==> config.mk <==
export PLATFORM = sky130hd
export DESIGN_NAME = complex_interface_adapter_timers_flat
export DESIGN_NICKNAME = d
export VERILOG_FILES = /design/src/rtl/cia_pkg.sv /design/src/rtl/cia_if.sv /design/src/rtl/complex_interface_adapter_timers.sv /design/src/flat_wrapper.sv
export SDC_FILE = /design/constraint.sdc
export NUM_CORES = 1
export LEC_CHECK = 0
export BUFFER_PORTS_ARGS = -buffer_cell sky130_fd_sc_hd__buf_2
export CORE_MARGIN = 4
export CORE_UTILIZATION = 60
export CTS_CLUSTER_SIZE = 30
export DETAILED_ROUTE_END_ITERATION = 12
export GPL_TIMING_DRIVEN = 0
export MAX_ROUTING_LAYER = met4
export PLACE_DENSITY_LB_ADDON = 0.12
export REMOVE_ABC_BUFFERS = 1
export SYNTH_ARGS = -nofsm -noshare
export SYNTH_HDL_FRONTEND = slang
export SYNTH_SLANG_ARGS = --single-unit
==> constraint.sdc <==
create_clock -name clk_i -period 3.4 [get_ports clk_i]
set_clock_uncertainty 0.1 [all_clocks]
set_input_delay 0.51 -clock clk_i [delete_from_list [all_inputs] [get_ports clk_i]]
set_output_delay 0.51 -clock clk_i [all_outputs]
set_load 0.03 [all_outputs]
==> src/rtl/cia_pkg.sv <==
// shared types and constants for the interface adapter with timers
package cia_pkg;

  typedef enum logic [1:0] {
    OP_READ  = 2'd0,
    OP_WRITE = 2'd1,
    OP_TICK  = 2'd2,
    OP_FLAG  = 2'd3
  } op_e;

  typedef enum logic [3:0] {
    REG_PRA    = 4'd0,
    REG_PRB    = 4'd1,
    REG_DDRA   = 4'd2,
    REG_DDRB   = 4'd3,
    REG_TA_LO  = 4'd4,
    REG_TA_HI  = 4'd5,
    REG_TB_LO  = 4'd6,
    REG_TB_HI  = 4'd7,
    REG_TOD_10 = 4'd8,
    REG_TOD_S  = 4'd9,
    REG_TOD_M  = 4'd10,
    REG_TOD_H  = 4'd11,
    REG_SDR    = 4'd12,
    REG_ICR    = 4'd13,
    REG_CRA    = 4'd14,
    REG_CRB    = 4'd15
  } reg_e;

  // control register bits
  localparam int unsigned CtrlStart   = 0;
  localparam int unsigned CtrlOneShot = 3;
  localparam int unsigned CtrlLoad    = 4;
  localparam int unsigned CraSpOut    = 6;
  localparam int unsigned CrbAlarm    = 7;

  // interrupt control bits
  localparam int unsigned IcrSetClr = 7;
  localparam int unsigned IntTimerA = 0;
  localparam int unsigned IntTimerB = 1;
  localparam int unsigned IntFlag   = 4;
  localparam int unsigned IntBits   = 5;

  localparam logic [7:0] TodMaskTenths = 8'h0F;
  localparam logic [7:0] TodMaskMid    = 8'h7F;
  localparam logic [7:0] TodMaskFull   = 8'hFF;

  typedef struct packed {
    op_e         op;
    reg_e        addr;
    logic [7:0]  wdata;
    logic [15:0] ticks;
    logic [7:0]  pa_pins;
    logic [7:0]  pb_pins;
  } in_beat_t;

  typedef struct packed {
    logic [7:0] rdata;
    logic       irq;
    logic       irq_changed;
    logic [7:0] pa_out;
    logic       pa_out_valid;
    logic [7:0] pb_out;
    logic       pb_out_valid;
    logic [7:0] sr_out;
    logic       sr_out_valid;
  } out_beat_t;

endpackage

==> src/rtl/cia_if.sv <==
// valid/ready channel interfaces for the adapter's input and result streams
interface cia_in_if;
  logic        valid;
  logic        ready;
  logic [1:0]  op;
  logic [3:0]  addr;
  logic [7:0]  wdata;
  logic [15:0] ticks;
  logic [7:0]  pa_pins;
  logic [7:0]  pb_pins;

  modport source (output valid, op, addr, wdata, ticks, pa_pins, pb_pins, input ready);
  modport sink (input valid, op, addr, wdata, ticks, pa_pins, pb_pins, output ready);
endinterface

interface cia_out_if;
  logic       valid;
  logic       ready;
  logic [7:0] rdata;
  logic       irq;
  logic       irq_changed;
  logic [7:0] pa_out;
  logic       pa_out_valid;
  logic [7:0] pb_out;
  logic       pb_out_valid;
  logic [7:0] sr_out;
  logic       sr_out_valid;

  modport source (output valid, rdata, irq, irq_changed, pa_out, pa_out_valid, pb_out,
                  pb_out_valid, sr_out, sr_out_valid, input ready);
  modport sink (input valid, rdata, irq, irq_changed, pa_out, pa_out_valid, pb_out,
                pb_out_valid, sr_out, sr_out_valid, output ready);
endinterface

==> src/rtl/complex_interface_adapter_timers.sv <==
// top level of the interface adapter: ports, timers, interrupt logic
//
// in_i carries one event per beat: a register read or write, a timer tick
// with an elapsed cycle count, or a flag pin event. out_o returns exactly one
// result beat per event: read data, interrupt level and change, port latches
// with re-drive strobes, and the serial byte with its send strobe.
//
// an event is held in the input register, is processed by the
// combinational update of the register file, and lands in the result
// register. one event per cycle is sustained while the receiver does not
// stall. state is updated when an event moves into the result register,
// so back-to-back events see each other's effects.
//
// when the receiver stalls, the result register holds, the input register
// fills with one more event, and then in_i.ready drops until out_o.ready
// returns. reset clears all registers, the timers and the interrupt state,
// and empties both stages; no clearing pass is needed.
module complex_interface_adapter_timers (
  input  logic     clk_i,
  input  logic     rst_ni,
  cia_in_if.sink   in_i,
  cia_out_if.source out_o
);

  logic                          in_v_q;
  cia_pkg::in_beat_t             in_q;
  logic                          out_v_q;
  cia_pkg::out_beat_t            out_q, out_d;
  logic                          advance;
  logic                          in_take;

  logic [7:0]  port_a_q, port_a_d, port_b_q, port_b_d;
  logic [7:0]  dir_a_q, dir_a_d, dir_b_q, dir_b_d;
  logic [15:0] count_a_q, count_a_d, count_b_q, count_b_d;
  logic [15:0] reload_a_q, reload_a_d, reload_b_q, reload_b_d;
  logic [7:0]  ctrl_a_q, ctrl_a_d, ctrl_b_q, ctrl_b_d;
  logic [7:0]  serial_q, serial_d;
  logic [7:0]  tod_q [4];
  logic [7:0]  tod_d [4];
  logic [cia_pkg::IntBits-1:0] mask_q, mask_d, flags_q, flags_d;
  logic        irq_q, irq_d;

  assign advance = in_v_q && (!out_v_q || out_o.ready);
  assign in_i.ready = !in_v_q || advance;
  assign in_take = in_i.valid && in_i.ready;

  always_ff @(posedge clk_i or negedge rst_ni) begin
    if (!rst_ni) begin
      in_v_q  <= 1'b0;
      out_v_q <= 1'b0;
    end else begin
      if (in_take) begin
        in_v_q <= 1'b1;
      end else if (advance) begin
        in_v_q <= 1'b0;
      end
      if (advance) begin
        out_v_q <= 1'b1;
      end else if (out_o.ready) begin
        out_v_q <= 1'b0;
      end
    end
  end

  always_ff @(posedge clk_i) begin
    if (in_take) begin
      in_q.op      <= cia_pkg::op_e'(in_i.op);
      in_q.addr    <= cia_pkg::reg_e'(in_i.addr);
      in_q.wdata   <= in_i.wdata;
      in_q.ticks   <= in_i.ticks;
      in_q.pa_pins <= in_i.pa_pins;
      in_q.pb_pins <= in_i.pb_pins;
    end
    if (advance) begin
      out_q <= out_d;
    end
  end

  always_comb begin
    logic [7:0] rd;
    logic       pav, pbv, srv;
    rd = '0;
    pav = 1'b0;
    pbv = 1'b0;
    srv = 1'b0;
    port_a_d   = port_a_q;
    port_b_d   = port_b_q;
    dir_a_d    = dir_a_q;
    dir_b_d    = dir_b_q;
    count_a_d  = count_a_q;
    count_b_d  = count_b_q;
    reload_a_d = reload_a_q;
    reload_b_d = reload_b_q;
    ctrl_a_d   = ctrl_a_q;
    ctrl_b_d   = ctrl_b_q;
    serial_d   = serial_q;
    tod_d      = tod_q;
    mask_d     = mask_q;
    flags_d    = flags_q;

    unique case (in_q.op)
      cia_pkg::OP_READ: begin
        unique case (in_q.addr)
          cia_pkg::REG_PRA:    rd = in_q.pa_pins;
          cia_pkg::REG_PRB:    rd = in_q.pb_pins;
          cia_pkg::REG_DDRA:   rd = dir_a_q;
          cia_pkg::REG_DDRB:   rd = dir_b_q;
          cia_pkg::REG_TA_LO:  rd = count_a_q[7:0];
          cia_pkg::REG_TA_HI:  rd = count_a_q[15:8];
          cia_pkg::REG_TB_LO:  rd = count_b_q[7:0];
          cia_pkg::REG_TB_HI:  rd = count_b_q[15:8];
          cia_pkg::REG_TOD_10, cia_pkg::REG_TOD_S,
          cia_pkg::REG_TOD_M, cia_pkg::REG_TOD_H: rd = tod_q[in_q.addr[1:0]];
          cia_pkg::REG_SDR:    rd = serial_q;
          cia_pkg::REG_ICR: begin
            // bit 7 mirrors the line; the read acknowledges everything
            rd = {irq_q, 2'b00, flags_q};
            flags_d = '0;
          end
          cia_pkg::REG_CRA:    rd = ctrl_a_q;
          cia_pkg::REG_CRB:    rd = ctrl_b_q;
          default:             rd = '0;
        endcase
      end
      cia_pkg::OP_WRITE: begin
        unique case (in_q.addr)
          cia_pkg::REG_PRA: begin
            port_a_d = in_q.wdata;
            pav = 1'b1;
          end
          cia_pkg::REG_PRB: begin
            port_b_d = in_q.wdata;
            pbv = 1'b1;
          end
          cia_pkg::REG_DDRA: begin
            dir_a_d = in_q.wdata;
            pav = (dir_a_q != in_q.wdata);
          end
          cia_pkg::REG_DDRB: begin
            dir_b_d = in_q.wdata;
            pbv = (dir_b_q != in_q.wdata);
          end
          cia_pkg::REG_TA_LO: reload_a_d = {reload_a_q[15:8], in_q.wdata};
          cia_pkg::REG_TA_HI: begin
            reload_a_d = {in_q.wdata, reload_a_q[7:0]};
            if (!ctrl_a_q[cia_pkg::CtrlStart] || ctrl_a_q[cia_pkg::CtrlLoad]) begin
              count_a_d = {in_q.wdata, reload_a_q[7:0]};
            end
          end
          cia_pkg::REG_TB_LO: reload_b_d = {reload_b_q[15:8], in_q.wdata};
          cia_pkg::REG_TB_HI: begin
            reload_b_d = {in_q.wdata, reload_b_q[7:0]};
            if (!ctrl_b_q[cia_pkg::CtrlStart] || ctrl_b_q[cia_pkg::CtrlLoad]) begin
              count_b_d = {in_q.wdata, reload_b_q[7:0]};
            end
          end
          cia_pkg::REG_TOD_10, cia_pkg::REG_TOD_S,
          cia_pkg::REG_TOD_M, cia_pkg::REG_TOD_H: begin
            // alarm writes are dropped
            if (!ctrl_b_q[cia_pkg::CrbAlarm]) begin
              priority if (in_q.addr == cia_pkg::REG_TOD_10) begin
                tod_d[in_q.addr[1:0]] = in_q.wdata & cia_pkg::TodMaskTenths;
              end else if (in_q.addr == cia_pkg::REG_TOD_H) begin
                tod_d[in_q.addr[1:0]] = in_q.wdata & cia_pkg::TodMaskFull;
              end else begin
                tod_d[in_q.addr[1:0]] = in_q.wdata & cia_pkg::TodMaskMid;
              end
            end
          end
          cia_pkg::REG_SDR: begin
            serial_d = in_q.wdata;
            srv = ctrl_a_q[cia_pkg::CraSpOut];
          end
          cia_pkg::REG_ICR: begin
            if (in_q.wdata[cia_pkg::IcrSetClr]) begin
              mask_d = mask_q | in_q.wdata[cia_pkg::IntBits-1:0];
            end else begin
              mask_d = mask_q & ~in_q.wdata[cia_pkg::IntBits-1:0];
            end
          end
          cia_pkg::REG_CRA: begin
            ctrl_a_d = in_q.wdata;
            if (in_q.wdata[cia_pkg::CtrlLoad]) begin
              ctrl_a_d[cia_pkg::CtrlLoad] = 1'b0;
              count_a_d = reload_a_q;
            end
          end
          cia_pkg::REG_CRB: begin
            ctrl_b_d = in_q.wdata;
            if (in_q.wdata[cia_pkg::CtrlLoad]) begin
              ctrl_b_d[cia_pkg::CtrlLoad] = 1'b0;
              count_b_d = reload_b_q;
            end
          end
          default: ;
        endcase
      end
      cia_pkg::OP_TICK: begin
        if (ctrl_a_q[cia_pkg::CtrlStart]) begin
          if (count_a_q <= in_q.ticks) begin
            flags_d[cia_pkg::IntTimerA] = 1'b1;
            count_a_d = reload_a_q;
            if (ctrl_a_q[cia_pkg::CtrlOneShot]) begin
              ctrl_a_d[cia_pkg::CtrlStart] = 1'b0;
            end
          end else begin
            count_a_d = count_a_q - in_q.ticks;
          end
        end
        if (ctrl_b_q[cia_pkg::CtrlStart]) begin
          if (count_b_q <= in_q.ticks) begin
            flags_d[cia_pkg::IntTimerB] = 1'b1;
            count_b_d = reload_b_q;
            if (ctrl_b_q[cia_pkg::CtrlOneShot]) begin
              ctrl_b_d[cia_pkg::CtrlStart] = 1'b0;
            end
          end else begin
            count_b_d = count_b_q - in_q.ticks;
          end
        end
      end
      cia_pkg::OP_FLAG: flags_d[cia_pkg::IntFlag] = 1'b1;
      default: ;
    endcase

    irq_d = |(mask_d & flags_d);

    out_d.rdata        = rd;
    out_d.irq          = irq_d;
    out_d.irq_changed  = irq_d ^ irq_q;
    out_d.pa_out       = port_a_d;
    out_d.pa_out_valid = pav;
    out_d.pb_out       = port_b_d;
    out_d.pb_out_valid = pbv;
    out_d.sr_out       = serial_d;
    out_d.sr_out_valid = srv;
  end

  always_ff @(posedge clk_i or negedge rst_ni) begin
    if (!rst_ni) begin
      port_a_q   <= '0;
      port_b_q   <= '0;
      dir_a_q    <= '0;
      dir_b_q    <= '0;
      count_a_q  <= '0;
      count_b_q  <= '0;
      reload_a_q <= '0;
      reload_b_q <= '0;
      ctrl_a_q   <= '0;
      ctrl_b_q   <= '0;
      serial_q   <= '0;
      tod_q      <= '{default: '0};
      mask_q     <= '0;
      flags_q    <= '0;
      irq_q      <= 1'b0;
    end else if (advance) begin
      port_a_q   <= port_a_d;
      port_b_q   <= port_b_d;
      dir_a_q    <= dir_a_d;
      dir_b_q    <= dir_b_d;
      count_a_q  <= count_a_d;
      count_b_q  <= count_b_d;
      reload_a_q <= reload_a_d;
      reload_b_q <= reload_b_d;
      ctrl_a_q   <= ctrl_a_d;
      ctrl_b_q   <= ctrl_b_d;
      serial_q   <= serial_d;
      tod_q      <= tod_d;
      mask_q     <= mask_d;
      flags_q    <= flags_d;
      irq_q      <= irq_d;
    end
  end

  assign out_o.valid        = out_v_q;
  assign out_o.rdata        = out_q.rdata;
  assign out_o.irq          = out_q.irq;
  assign out_o.irq_changed  = out_q.irq_changed;
  assign out_o.pa_out       = out_q.pa_out;
  assign out_o.pa_out_valid = out_q.pa_out_valid;
  assign out_o.pb_out       = out_q.pb_out;
  assign out_o.pb_out_valid = out_q.pb_out_valid;
  assign out_o.sr_out       = out_q.sr_out;
  assign out_o.sr_out_valid = out_q.sr_out_valid;

  // line level always follows enabled pending flags
  a_irq_consistent: assert property (@(posedge clk_i) disable iff (!rst_ni)
    irq_q == |(mask_q & flags_q))
    else $error("interrupt line out of step with mask and flags");

  // force-load bit is never left set in either control register
  a_load_bit_clear: assert property (@(posedge clk_i) disable iff (!rst_ni)
    !ctrl_a_q[cia_pkg::CtrlLoad] && !ctrl_b_q[cia_pkg::CtrlLoad])
    else $error("force-load bit left set");

  // acknowledge read clears flags and drops the line
  a_icr_read_clears: assert property (@(posedge clk_i) disable iff (!rst_ni)
    advance && in_q.op == cia_pkg::OP_READ && in_q.addr == cia_pkg::REG_ICR
    |=> flags_q == '0 && !irq_q)
    else $error("interrupt read did not clear flags");

  // reported change matches the line level across the event
  a_irq_change: assert property (@(posedge clk_i) disable iff (!rst_ni)
    advance |=> out_q.irq_changed == (irq_q != $past(irq_q)) && out_q.irq == irq_q)
    else $error("interrupt change report wrong");

  // a stalled result beat stays valid and unchanged until it is taken
  a_no_overrun: assert property (@(posedge clk_i) disable iff (!rst_ni)
    out_v_q && !out_o.ready |=> out_v_q && $stable(out_q))
    else $error("result beat lost under stall");

endmodule
==> src/flat_wrapper.sv <==
// flat-port wrapper written by rule: the top's interface ports become plain ports
module complex_interface_adapter_timers_flat 
  (clk_i, rst_ni, in_i_valid, in_i_op, in_i_addr, in_i_wdata, in_i_ticks, in_i_pa_pins, in_i_pb_pins, in_i_ready, out_o_valid, out_o_rdata, out_o_irq, out_o_irq_changed, out_o_pa_out, out_o_pa_out_valid, out_o_pb_out, out_o_pb_out_valid, out_o_sr_out, out_o_sr_out_valid, out_o_ready);
  cia_in_if in_i_i ();
  cia_out_if out_o_i ();
  input  logic clk_i;
  input  logic rst_ni;
  input wire logic [$bits(in_i_i.valid)-1:0] in_i_valid;
  input wire logic [$bits(in_i_i.op)-1:0] in_i_op;
  input wire logic [$bits(in_i_i.addr)-1:0] in_i_addr;
  input wire logic [$bits(in_i_i.wdata)-1:0] in_i_wdata;
  input wire logic [$bits(in_i_i.ticks)-1:0] in_i_ticks;
  input wire logic [$bits(in_i_i.pa_pins)-1:0] in_i_pa_pins;
  input wire logic [$bits(in_i_i.pb_pins)-1:0] in_i_pb_pins;
  output wire logic [$bits(in_i_i.ready)-1:0] in_i_ready;
  output wire logic [$bits(out_o_i.valid)-1:0] out_o_valid;
  output wire logic [$bits(out_o_i.rdata)-1:0] out_o_rdata;
  output wire logic [$bits(out_o_i.irq)-1:0] out_o_irq;
  output wire logic [$bits(out_o_i.irq_changed)-1:0] out_o_irq_changed;
  output wire logic [$bits(out_o_i.pa_out)-1:0] out_o_pa_out;
  output wire logic [$bits(out_o_i.pa_out_valid)-1:0] out_o_pa_out_valid;
  output wire logic [$bits(out_o_i.pb_out)-1:0] out_o_pb_out;
  output wire logic [$bits(out_o_i.pb_out_valid)-1:0] out_o_pb_out_valid;
  output wire logic [$bits(out_o_i.sr_out)-1:0] out_o_sr_out;
  output wire logic [$bits(out_o_i.sr_out_valid)-1:0] out_o_sr_out_valid;
  input wire logic [$bits(out_o_i.ready)-1:0] out_o_ready;
  assign in_i_i.valid = in_i_valid;
  assign in_i_i.op = in_i_op;
  assign in_i_i.addr = in_i_addr;
  assign in_i_i.wdata = in_i_wdata;
  assign in_i_i.ticks = in_i_ticks;
  assign in_i_i.pa_pins = in_i_pa_pins;
  assign in_i_i.pb_pins = in_i_pb_pins;
  assign in_i_ready = in_i_i.ready;
  assign out_o_valid = out_o_i.valid;
  assign out_o_rdata = out_o_i.rdata;
  assign out_o_irq = out_o_i.irq;
  assign out_o_irq_changed = out_o_i.irq_changed;
  assign out_o_pa_out = out_o_i.pa_out;
  assign out_o_pa_out_valid = out_o_i.pa_out_valid;
  assign out_o_pb_out = out_o_i.pb_out;
  assign out_o_pb_out_valid = out_o_i.pb_out_valid;
  assign out_o_sr_out = out_o_i.sr_out;
  assign out_o_sr_out_valid = out_o_i.sr_out_valid;
  assign out_o_i.ready = out_o_ready;
  complex_interface_adapter_timers u_core (.clk_i(clk_i), .rst_ni(rst_ni), .in_i(in_i_i), .out_o(out_o_i));
endmodule
==> results.cfg, run 1 <==
[outcome]
status = completed

[timing]
setup_violations = 0
min_period_ps = 3320
worst_pin_slew_ps = 1140
slew_headroom_pct = 23.8
setup_slack_ps = 84.9
drv_slew = 0
hold_viol = 0
fin_tns_setup_ps = 0
rsz0062_at_grt = false
fmax_ghz = 0.302
fin_hold_ws_ps = 39.1
fin_crit_sh_pct = 97.5

[pwr]
p_per_area_nw_per_um2 = 672
power_w = 0.00978
ir_worst_vdd_uv = 515
total_leakage_power_nw = 6.41

[synthesis]
ys.flop_type = dfrtp_1
netlist_top_cells_count = dfrtp_1, nand2_1, mux2_2, edfxtp_1, a21oi_1
yosys_warnings = 0
synth_cell_types = 83
synth_cells = 1170
yosysMostFrequentCell = dfrtp_1
async_flop_share_pct = 66.3
synth_edf_count = 83
yosysTopAreaCellShare_pct = 31.7
synth_area_leaders = dfrtp_1, edfxtp_1, mux2_2
synth_seq_area_share_pct = 51.1
ys_seq_elements = 246
synth.avg_cell_area_um2 = 11.0
synth.cell_area_um2 = 12900
synth_top_area_cell = dfrtp_1

[place]
dpl.hpwl_um = 22800
dpl_cell_area_um2 = 13400
place_ws_ps = -1180
gp_congestion = 0.949
io_buffers = 88

[floorplanning]
num_io_pins = 89
die_w_um = 154
start_util_pct = 61.0
core_area_um2 = 21100
die-area_um2 = 23900
die_h_um = 154
rows = 53

[worst_setup_path]
r2r_cells = 8
critical_path.max_fanout = 14
crit_family = simple AND/OR/NAND/NOR gates
crit_buf_inv = 0
crit_top_cell = nand2_1
required_ps = 3570
cp.depth = 8
max_stage_delay_ps = 860
path_cells = nand2_1, nor2_2, nand2_1, o21ai_0, o31ai_1, nand2_1, nand3_2, xor2_1
worst_setup_path_start_kind = register
slowest_stage = edfxtp_1
crit_arrival_ps = 3490
path_class = register to register
worstSetupEndpointType = register

[cells_and_area]
areaGrowthSynthToFinish_pct = 13.1
diodes = 0
drive_gt1_share_pct = 24.4
layout.nets = 1332
design_area_um2 = 14600

[grt]
antenna_found_initial = 0
track_usage_pct = 29.7
grt_max_degree = 119
grt_pass1_vias = 9264
globalRoute.totalOverflow = 0
grt_pass1_wl_um = 53600

[clocking]
path_clk_slew_ps = 70
cts_root_buffer = clkbuf_16
htreeDepth = 1
cts_tree = yes
cts_max_path_buffers = 3
clk_latency_ps = 540
cts.sinks = 246
cts_made_buffers = 26

[routing]
wirelength_um = 34900
first_pass_iters = 7
drc = 0
first_iter_violations = 1007
wire_per_inst_um = 22.7
vias = 9731
antenna_left = 0
vias_per_cell = 6.32

[worst_hold_path]
hold_path_depth = 1
holdCritPathClass = input port to register

[run]
max_cap_violations = 0
-- registers in the layout (all words and copies together), names as in the netlist, 8 cells and up --
name	cells
u_core.count_b_q	16
u_core.out_o.pa_out	8
u_core.out_o.pb_out	8
u_core.reload_a_q	16
u_core.out_o.rdata	8
u_core.serial_q	8
u_core.reload_b_q	16
u_core.port_a_q	8
u_core.dir_a_q	8
u_core.out_o.sr_out	8
u_core.tod_q	32
u_core.in_q	46
u_core.dir_b_q	8
u_core.port_b_q	8
u_core.count_a_q	16
-- through the flow --
stage | instances | utilization (%)
global route | 1539 | 69.0
global placement | 1472 | 63.4
detailed placement | 1474 | 63.7
floorplan | 1109 | -
CTS | 1533 | 68.7
finish | 1539 | 69.0
-- worst paths after layout --
path | slack (ps) | endpoint | start
hold / removal | 40 | u_core.in_q[22] | in_i_ticks[6]
min in group asynchronous | 370 | u_core.count_a_q[1] | rst_ni
max in group asynchronous | 1880 | u_core.tod_q[16] | rst_ni
setup / recovery | 80 | u_core.out_o.irq_changed | u_core.in_q[43]
setup reg to reg | 80 | u_core.out_o.irq_changed | u_core.in_q[43]
hold reg to reg | 380 | u_core.port_b_q[5] | u_core.port_b_q[5]
-- worst reg2reg max path, delay by kind of cell (launching register included) --
| kind | cells | cell delay [ps] |
|---|---|---|
| xor+xnor | 1 | 170 |
| flops | 1 | 860 |
| compound gates | 2 | 360 |
| simple gates | 5 | 1570 |
-- power breakdown --
part	switching (W)	internal, W
combinational	0.00159	0.00115
clock	0.00119	0.00179
sequential	0.000488	0.00358
-- cell families after synthesis --
group / after synthesis / share of synthesized area, %
AND/OR/NAND/NOR: 336 / 12.5
AO/OA/AOI/OAI: 265 / 13.5
flip-flops: 246 / 51.1
multiplexers: 147 / 13.3
buffers and inverters: 101 / 3.35
adder cells (fa/ha/maj): 38 / 3.81
XOR/XNOR: 37 / 2.52
-- timing repair --
item	4_1_cts	5_1_grt
setup buffers	9	6
gates resized for setup	12	1
cloned	1	0
hold buffers	1	0
endpoints found under the hold margin	45	0
pin swaps	0	1
endpoints found under the setup margin	161	5
-- cells in the final DEF (no fill, tap or decap), types with 5 or more instances in the layout --
cell,netlist,final
o31ai_1,6,6
xor2_1,14,14
buf_2,17,87
nor2_4,4,6
mux2_2,109,109
clkbuf_8,0,5
mux4_2,8,8
nand4_1,8,8
clkinv_2,0,5
nor3_1,13,13
a21o_1,8,8
dfrtp_1,163,163
o22ai_1,6,6
mux2i_1,27,27
a21oi_1,71,71
nor4_1,8,8
nor2_1,64,62
nand3_1,20,20
xnor2_1,23,23
nand2b_1,13,13
and3_1,7,7
a22oi_1,7,7
nand2_1,150,149
a211oi_1,10,10
nor2b_1,16,16
buf_4,4,12
o21ai_0,58,58
clkbuf_16,0,27
a31oi_1,17,17
o21ai_1,20,20
edfxtp_1,83,83
a22o_1,5,5
a221oi_1,8,8
inv_1,37,37
ha_1,36,34
-- layer usage --
metal	vias up	global-route usage, %	routed length (um)
met4	0	9.76	1350
met3	95	6.02	3130
li1	4407	-	-
met5	-	-	0
met1	4788	40.6	14500
met2	441	45.2	16000
-- cell type report --
type                            instances  area, um^2
Inverter                               40         176
Clock inverter                         14         153
Clock buffer                           34         752
Tap cell                              275         344
Sequential cell                       246        6570
Multi-Input combinational cell        824        5910
Timing Repair Buffer                  106         648
Fill cell                            1564        6530
(Power assumes the default switching activity.)
==> run 2, diff against run 1 <==
--- a/config.mk
+++ b/config.mk
@@ -7,7 +7,7 @@
 export LEC_CHECK = 0
 export BUFFER_PORTS_ARGS = -buffer_cell sky130_fd_sc_hd__buf_2
 export CORE_MARGIN = 4
-export CORE_UTILIZATION = 60
+export CORE_UTILIZATION = 45
 export CTS_CLUSTER_SIZE = 30
 export DETAILED_ROUTE_END_ITERATION = 12
 export GPL_TIMING_DRIVEN = 0
==> constraint.sdc (replaced) <==
create_clock -name clk_i -period 3.6 [get_ports clk_i]
set_clock_uncertainty 0.1 [all_clocks]
set_input_delay 0.54 -clock clk_i [delete_from_list [all_inputs] [get_ports clk_i]]
set_output_delay 0.54 -clock clk_i [all_outputs]
set_load 0.03 [all_outputs]
==> results.cfg, run 2 (synthesis results as in run 1) <==
[outcome]
status = completed

[worst_hold_path]
holdCritPathClass = input port to register

[timing]
drv_slew = 0
fin_tns_setup_ps = 0
min_period_ps = 3400
rsz0062_at_grt = false
fmax_ghz = 0.294
slew_headroom_pct = 13.3
worst_pin_slew_ps = 1300
setup_slack_ps = 201
fin_crit_sh_pct = 94.4
hold_viol = 0
setup_violations = 0

[worst_setup_path]
path_class = register to register
crit_arrival_ps = 3580
worst_setup_path_start_kind = register
worstSetupEndpointType = register
required_ps = 3780
critical_path.max_fanout = 18

[cells_and_area]
design_area_um2 = 14600
areaGrowthSynthToFinish_pct = 13.6
reg_top3 = u_core.in_q: 46 flops, u_core.tod_q: 32 flops
largest_register_ffs = 46
layout.nets = 1326
drive_gt1_share_pct = 23.3
final_cell_mix = dfrtp_1, nand2_1, mux2_2, buf_2, edfxtp_1
regMostFlops = u_core.in_q
final_cell_count_no_fill = 1638
diodes = 0
fin_util_pct = 52.2
mostFrequentLayoutCell = dfrtp_1

[routing]
antenna_left = 0
wirelength_um = 37000
first_iter_violations = 940
wire_per_inst_um = 22.6
drc = 0
vias = 9524
first_pass_iters = 5
vias_per_cell = 5.81

[clocking]
cts.sinks = 246
cts_root_buffer = clkbuf_16
path_clk_slew_ps = 60
cts_tree = yes
cts_max_path_buffers = 3
clk_latency_ps = 550
htreeDepth = 1
cts_made_buffers = 28

[pwr]
p_sw_share_pct = 33.3
total_leakage_power_nw = 6.37
pwr-share-clk_pct = 31.3
seqPwrFrac_pct = 41.3
intPower_w = 0.00620
p_per_area_nw_per_um2 = 636
p_switching_w = 0.00310
p_comb_share_pct = 27.3
ir_worst_vdd_uv = 349

[run]
max_cap_violations = 0

[floorplanning]
core_area_um2 = 28000
die_h_um = 177
num_io_pins = 89
die-area_um2 = 31400
die_w_um = 177
start_util_pct = 45.9
rows = 61

[grt]
grt_pass1_wl_um = 56400
antenna_found_initial = 0
globalRoute.totalOverflow = 0
grt_max_degree = 87
track_usage_pct = 24.3
grt_pass1_vias = 9029

[place]
dpl_cell_area_um2 = 13600
dp_cells = 1577
io_buffers = 88
place_ws_ps = -1200
gp_congestion = 0.884
dpl.hpwl_um = 24300
run 2: cell count changes in the layout (fill, tap and decap cells not counted), moves of 2 or more:
cell / delta
buf_4: -7
clkbuf_16: +2
clkbuf_1: +9
clkinv_2: -4
run 2: critical path: stages, from the launching register on:
cell      delay [ps]
edfxtp_1         770
nand2b_1         600
nor2_1           740
nand2_1          460
mux2_2           450
run 2: repair_timing:
item / in CTS / in global routing
hold buffers: 1 / 0
endpoints found under the setup margin: 160 / 12
endpoints found under the hold margin: 85 / 0
buffers inserted: 6 / 1
cloned: 1 / 0
gates resized for setup: 10 / 1
run 2: area by class of cell:
| type | count | area [um^2] |
|---|---|---|
| Multi-Input combinational cell | 824 | 5900 |
| Clock inverter | 8 | 114 |
| Tap cell | 378 | 473 |
| Inverter | 40 | 163 |
| Timing Repair Buffer | 98 | 576 |
| Fill cell | 2502 | 13400 |
| Clock buffer | 44 | 822 |
| Sequential cell | 246 | 6570 |
run 2: worst paths after layout:
kind	start	to	slack [ps]	cells after the start
hold reg to reg	u_core.port_b_q[6]	u_core.port_b_q[6]	370	2
min in group asynchronous	rst_ni	u_core.tod_q[13]	490	2
hold / removal	in_i_wdata[4]	u_core.in_q[36]	60	1
setup reg to reg	u_core.in_q[41]	u_core.out_o.pb_out[6]	200	4
setup / recovery	u_core.in_q[41]	u_core.out_o.pb_out[6]	200	4
max in group asynchronous	rst_ni	u_core.reload_a_q[6]	2030	3
run 2: through the flow:
| stage | total power [W] | hold WS [ps] |
|---|---|---|
| finish | 0.00930 | 63.3 |
| global route | 0.00980 | 48.6 |
| CTS | 0.00933 | 44.6 |
| detailed placement | 0.00637 | 360 |
| global placement | 0.00633 | 354 |
| floorplan | 0.00559 | 144 |
run 2: per-layer routing:
metal,global-route usage (%),vias up,wire length (um)
li1,-,4401,-
met1,34.2,4655,16100
met2,36.1,387,16600
met3,3.70,81,2800
met4,8.32,0,1450
met5,-,-,0
run 2: power by group through the flow:
stage / Combinational (W) / Clock (W) / Sequential [W]
floorplan: 0.00180 / 0 / 0.00380
global placement: 0.00243 / 0 / 0.00389
detailed placement: 0.00248 / 0 / 0.00389
CTS: 0.00253 / 0.00297 / 0.00384
global route: 0.00282 / 0.00309 / 0.00388
finish: 0.00254 / 0.00291 / 0.00384
